## src/sv/ndts_pkg.sv

```systemverilog
// Shared types and constants for the numeric date text scanner.
`default_nettype none

package ndts_pkg;

   // Width of one decimal field value; the accumulator is four bits wider.
   localparam int FIELD_BITS = 16;
   localparam int ACC_BITS   = FIELD_BITS + 4;
   localparam int OUT_BITS   = 16;

   localparam logic [7:0]  CHAR_ZERO  = 8'h30;
   localparam logic [7:0]  CHAR_NINE  = 8'h39;
   localparam logic [7:0]  CHAR_SLASH = 8'h2F;
   localparam logic [31:0] YEAR_BASE  = 32'd2000;
   localparam logic [31:0] YEAR_LOW   = 32'd10;
   localparam logic [31:0] YEAR_HIGH  = 32'd99;
   localparam logic [31:0] OUT_MAX    = 32'h0000_FFFF;

   typedef logic [FIELD_BITS-1:0] field_type;

   typedef struct packed {
      logic [2:0][FIELD_BITS-1:0] value;
      logic [2:0]                 seen;
      logic [1:0]                 slash_count;
      logic                       stopped;
   } scan_state_type;

   typedef struct packed {
      logic                valid_res;
      logic [OUT_BITS-1:0] day;
      logic [OUT_BITS-1:0] month;
      logic [OUT_BITS-1:0] year;
   } scan_result_type;

endpackage

`default_nettype wire

```

## src/sv/ndts_step.sv

```systemverilog
// One character step of the date scan, plus result formation.
`default_nettype none

module ndts_step
   import ndts_pkg::*;
(
   input  wire logic [7:0]      ch,
   input  wire scan_state_type  cur,
   output scan_state_type       nxt,
   output scan_result_type      res
);

   logic                is_digit;
   logic [3:0]          digit;
   logic [1:0]          k;
   logic [ACC_BITS-1:0] acc;
   logic [ACC_BITS-1:0] base;
   logic [31:0]         year_wide;

   function automatic logic [OUT_BITS-1:0] clamp_out(input logic [31:0] v);
      clamp_out = (v > OUT_MAX) ? OUT_MAX[OUT_BITS-1:0] : v[OUT_BITS-1:0];
   endfunction

   assign is_digit = (ch >= CHAR_ZERO) && (ch <= CHAR_NINE);
   assign digit    = 4'(ch - CHAR_ZERO);
   // field index, pinned to the year field
   assign k        = (cur.slash_count == 2'd3) ? 2'd2 : cur.slash_count;
   assign base     = ACC_BITS'(cur.value[k]);
   // value*10 + digit
   assign acc      = (base << 3) + (base << 1) + ACC_BITS'(digit);

   always_comb begin
      nxt = cur;
      if (!cur.stopped) begin
         if (is_digit) begin
            if (|acc[ACC_BITS-1:FIELD_BITS]) begin
               nxt.value[k] = '1;
            end else begin
               nxt.value[k] = acc[FIELD_BITS-1:0];
            end
            nxt.seen[k] = 1'b1;
         end else if (ch == CHAR_SLASH) begin
            if (cur.slash_count >= 2'd2) begin
               nxt.stopped = 1'b1;
            end else begin
               nxt.slash_count = cur.slash_count + 2'd1;
            end
         end else if (cur.slash_count >= 2'd2) begin
            nxt.stopped = 1'b1;
         end else begin
            nxt.value       = '0;
            nxt.seen        = '0;
            nxt.slash_count = '0;
         end
      end
   end

   always_comb begin
      year_wide = 32'(nxt.value[2]);
      if ((year_wide >= YEAR_LOW) && (year_wide <= YEAR_HIGH)) begin
         year_wide = year_wide + YEAR_BASE;
      end
      res.valid_res = &nxt.seen;
      if (res.valid_res) begin
         res.day   = clamp_out(32'(nxt.value[0]));
         res.month = clamp_out(32'(nxt.value[1]));
         res.year  = clamp_out(year_wide);
      end else begin
         res.day   = '0;
         res.month = '0;
         res.year  = '0;
      end
   end

endmodule

`default_nettype wire

```

## src/sv/numeric_date_text_scanner.sv

```systemverilog
// A last character goes through the input register, then the result register.
// Throughput: one character per cycle (one step pass each) unless a last one stalls.
// Results are held in an output register, so input keeps flowing while a result waits.
// Reset: synchronous, active high; clears the scan state and both valid flags.
// A stalled result holds the next last-character transaction and the input behind it.
`default_nettype none

module numeric_date_text_scanner
   import ndts_pkg::*;
(
   input  wire logic        clock,
   input  wire logic        reset,
   // input characters
   input  wire logic        req_tvalid,
   output logic             req_tready,
   input  wire logic [7:0]  req_tdata,   // [7:0] character
   input  wire logic        req_tlast,   // is_last
   // results
   output logic             rsp_tvalid,
   input  wire logic        rsp_tready,
   output logic [47:0]      rsp_tdata,   // [15:0] day, [31:16] month, [47:32] year
   output logic             rsp_tuser    // valid_res
);

   // input register
   logic        in_valid_ff, in_valid_in;
   logic [7:0]  in_char_ff,  in_char_in;
   logic        in_last_ff,  in_last_in;

   // scan state
   scan_state_type state_ff, state_in;
   scan_state_type step_next;
   scan_result_type step_res;

   // result register
   logic            rsp_valid_ff, rsp_valid_in;
   scan_result_type rsp_ff, rsp_in;

   logic out_free;
   logic advance;

   ndts_step u_step (
      .ch  (in_char_ff),
      .cur (state_ff),
      .nxt (step_next),
      .res (step_res)
   );

   // Output slot is free if empty or being drained this cycle.
   assign out_free   = !rsp_valid_ff || rsp_tready;
   // A non-last character never waits; a last one needs the output slot.
   assign advance    = in_valid_ff && (!in_last_ff || out_free);
   assign req_tready = !in_valid_ff || advance;

   always_comb begin
      in_valid_in = in_valid_ff;
      in_char_in  = in_char_ff;
      in_last_in  = in_last_ff;
      if (req_tvalid && req_tready) begin
         in_valid_in = 1'b1;
         in_char_in  = req_tdata;
         in_last_in  = req_tlast;
      end else if (advance) begin
         in_valid_in = 1'b0;
      end
   end

   always_comb begin
      state_in = state_ff;
      if (advance) begin
         // the last character closes the text: start clean for the next
         state_in = in_last_ff ? scan_state_type'('0) : step_next;
      end
   end

   always_comb begin
      rsp_valid_in = rsp_valid_ff;
      rsp_in       = rsp_ff;
      if (advance && in_last_ff) begin
         rsp_valid_in = 1'b1;
         rsp_in       = step_res;
      end else if (rsp_tready) begin
         rsp_valid_in = 1'b0;
      end
   end

   always_ff @(posedge clock) begin
      if (reset) begin
         in_valid_ff  <= 1'b0;
         rsp_valid_ff <= 1'b0;
         state_ff     <= '0;
      end else begin
         in_valid_ff  <= in_valid_in;
         rsp_valid_ff <= rsp_valid_in;
         state_ff     <= state_in;
      end
   end

   // payload, no reset needed
   always_ff @(posedge clock) begin
      in_char_ff <= in_char_in;
      in_last_ff <= in_last_in;
      rsp_ff     <= rsp_in;
   end

   assign rsp_tvalid = rsp_valid_ff;
   assign rsp_tdata  = {rsp_ff.year, rsp_ff.month, rsp_ff.day};
   assign rsp_tuser  = rsp_ff.valid_res;

endmodule

`default_nettype wire

```

## config.mk

```make
export PLATFORM = sky130hd
export DESIGN_NAME = numeric_date_text_scanner
export DESIGN_NICKNAME = d
export VERILOG_FILES = /design/src/sv/ndts_pkg.sv /design/src/sv/ndts_step.sv /design/src/sv/numeric_date_text_scanner.sv
export SDC_FILE = /design/constraint.sdc
export NUM_CORES = 1
export LEC_CHECK = 0
export BUFFER_PORTS_ARGS = -buffer_cell sky130_fd_sc_hd__buf_2
export CORE_AREA = 5 5 130 132
export DETAILED_ROUTE_END_ITERATION = 6
export DIE_AREA = 0 0 135 137
export PLACE_DENSITY_LB_ADDON = 0.25
export SYNTH_ARGS = -nofsm -noshare
export SYNTH_HDL_FRONTEND = slang
export SYNTH_SLANG_ARGS = --single-unit
export TNS_END_PERCENT = 30
```

## constraint.sdc

```tcl
create_clock -name clock -period 8.2 [get_ports clock]
set_input_delay 1.23 -clock clock [delete_from_list [all_inputs] [get_ports clock]]
set_output_delay 1.23 -clock clock [all_outputs]
set_load 0.02 [all_outputs]
```

==> results.yml <==
pwr:
  intPower_mw: 1.08
  irDropWorstVdd_mv: 0.162
  switchingPower_mw: 0.309
  powerDensity_mw_per_mm2: 183
  leakage_nw: 2.92
  power_frac_comb_pct: 3.4
  clockPowerShare_pct: 52.7
  power_mw: 1.39
  pwr-share-seq_pct: 44.0
  netSwitchingFraction_pct: 22.3
drt:
  ant_nets: 0
  drcViolationCount: 0
  wl_per_cell_um: 19.6
  wl_mm: 19.3
  vias: 5696
  via_per_inst: 5.79
  firstDrtPassIters: 5
  drtIter0Drc: 568
yosys:
  synth_nets: 767
  ys_warn_count: 0
  yosysSeqAreaShare_pct: 43.5
  syn_avg_cell_area_um2: 9.25
  netlist_area_mm2: 0.00659
  yosysMostFrequentCell: "nor2_1"
  synth_top_area_share_pct: 26.4
  yosys-top-cells-area: "edfxtp_1, dfxtp_1, ha_1, nor2_1, a22oi_1"
  ys_ff_latch: 114
  synth_common_cells: "nor2_1, nand2_1, edfxtp_1"
  synthFlopType: "edfxtp_1"
  synth_top_area_cell: "edfxtp_1"
  netlist_instances: 712
  synth_edf_count: 58
  async_flop_share_pct: 0
  synth_cell_types: 64
cts:
  postCtsSetupBuffers: 0
  cts_root_buffer: "clkbuf_16"
  clk_latency_ps: 420
  cts-buffers-inserted: 17
  h-tree-depth: 4
  cts_sinks: 114
  cts_resized: 0
  clk_pin_slew_ps: 60
  cts_tree: "yes"
  ctsHoldBuffers: 0
  clk_path_buf_depth: 2
die:
  io_pins: 64
  die_area_mm2: 0.0185
  die_w_um: 135
  start_util_pct: 42.2
  dieHeight_um: 137
  rows: 46
  coreArea_mm2: 0.0156
global_route:
  grt_util_all_layers_pct: 20.9
  top_usage_layer: "met2"
  grt_pass1_vias: 5464
  grt_antenna_before_repair: 0
  met3_usage_pct: 6.10
  globalRouteMet1Util_pct: 27.2
  use_met2_pct: 32.6
  grt_max_degree: 48
  grt_overflow_total: 0
  grt_pass1_wl_mm: 29.8
placement:
  place_congestion: 0.928
  portBuffers: 63
  dp_hpwl_mm: 14.1
  pre_cts_slack_ps: 1140
sta:
  setup_violations: 0
  finalHoldViolCount: 0
  finClkSkew_ps: 12.2
  worstMarginPinSlew_ps: 1100
  rsz0062_at_grt: "false"
  fin_crit_ps: 7170
  setup_tns_ps: 0
  fmax_mhz: 139
  slew_headroom_pct: 26.0
  holdWs_ps: 477
  final_max_slew_viol_count: 0
  fin_crit_sh_pct: 87.5
  setup_ws_ps: 1030
layout:
  diodes: 0
  multi_input_area_mm2: 0.00339
  fin_nets: 810
  layout-drive-gt1-share_pct: 16.3
  area_growth_pct: 14.8
  n_fill_cell: 1473
  register_area_mm2: 0.00286
setup_path:
  end_kind: "flop"
  path_class: "flop to flop"
  r2r_start: "state_ff[2]"
  path_max_fanout: 12
  rr_endpoint: "rsp_tdata[39]"
  worstPathArrival_ps: 7410
  r2r_slack_ps: 1030
  critPathRequiredTime_ps: 8440
  r2r_cells: 26
  startpoint_type: "flop"
status:
  status: "completed"
hold_path:
  hold_depth: 2
  hold_path_class: "flop to flop"
  min_to: "state_ff[53]"
  worstHoldStart: "state_ff[53]"
run:
  drv_cap: 0
[placed cells by master (no fill, tap or decap), types with 5 or more instances in the layout]
cell type  Yosys  routed
xor2_1         7       7
a31oi_1        8       8
or3_1          5       5
inv_1         22      22
and3_1         6       5
ha_1          40      40
clkbuf_16      0      17
nand2_1       60      60
edfxtp_1      58      58
o211ai_1       6       6
nand4_1        6       6
o21a_1         6       6
nor3_1        11      10
nor2_1       106     106
or2_2          6       6
a22oi_1       43      43
mux2i_1       18      18
dfxtp_1       56      56
o21ai_0       39      39
a21oi_1       46      46
a22o_1        11      11
nand3b_1      16      16
o22ai_1        5       5
and2_1         9       9
buf_4          3       7
nand3_1       10      10
a21o_1         7       7
xnor2_1        6       6
clkinv_2       0       5
buf_2          2      63
[power by group through the flow]
stage	combinational (mW)	clock [mW]	sequential (mW)
3_3_place_gp	0.0447	0	0.621
5_1_grt	0.0495	0.769	0.610
2_1_floorplan	0.0227	0	0.626
4_1_cts	0.0459	0.738	0.609
3_5_place_dp	0.0457	0	0.621
6_report	0.0467	0.730	0.609
[area by class of cell]
cell class / count / share of cell area, %
Inverter: 22 / 1.09
Multi-Input combinational cell: 530 / 44.9
Timing Repair Buffer: 70 / 4.86
Tap cell: 216 / 3.57
Clock inverter: 13 / 1.77
Clock buffer: 19 / 5.99
Sequential cell: 114 / 37.8
[worst max-delay path, stage by stage (launching register included)]
cell and delay [ps]:
dfxtp_1 360, inv_1 140, ha_1 730, buf_4 330, mux2i_1 190, o21ai_0 150, fa_1 630, inv_1 90
fa_1 460, nand2b_1 180, a211oi_1 290, or2_2 200, a221oi_2 70, xnor2_1 240, a2111oi_0 470, buf_4 240
o21ai_2 100, inv_1 180, ha_1 210, nor4b_1 270, a31oi_1 80, a32oi_1 170, a2111oi_0 100, nor4_1 290
nand3_1 200, or3_1 410, a31oi_1 220
[registers in the layout (all words and copies together), names as in the netlist]
register / cells
in_last_ff: 1
in_char_ff: 8
rsp_tvalid: 1
in_valid_ff: 1
rsp_tuser: 1
rsp_tdata: 48
state_ff: 54
[logic make-up (layout without fill, tap and decap cells)]
group           Yosys count  in the layout  share of synthesized area [%]
compound gates          207            207                           21.2
mux                      18             18                           2.74
flops                   114            114                           43.5
xor+xnor                 13             13                           1.73
fa+ha+maj                42             42                           8.21
buf+inv                  68            124                           5.11
simple gates            250            250                           17.6
[per-layer routing]
metal	wire length, um	part of all wire (%)	vias to the layer above
li1	-	-	2701
met1	8380	43	2695
met2	8790	45	253
met3	1510	7.8	47
met4	653	3.4	0
met5	0	0	-
[through the flow]
stage                     util (%)  cells  instance area (um2)
after floorplan                  -    712                 6590
after global placement        44.7    952                 6980
after detailed placement      44.7    952                 6980
after CTS                     48.5    984                 7560
after global routing          48.5    984                 7560
final                         48.5    984                 7560
[worst max-delay path by stage]
stage	startpoint	to	slack, ps	depth (start not counted)
global route	state_ff[2]	rsp_tdata[39]	500	26
global placement	state_ff[2]	rsp_tdata[37]	1440	25
floorplan	state_ff[2]	rsp_tdata[39]	1670	26
finish	state_ff[2]	rsp_tdata[39]	1030	26
CTS	state_ff[2]	rsp_tdata[39]	1080	26
detailed placement	state_ff[2]	rsp_tdata[39]	1140	26
Note: power is estimated with default switching activity, not from simulation.
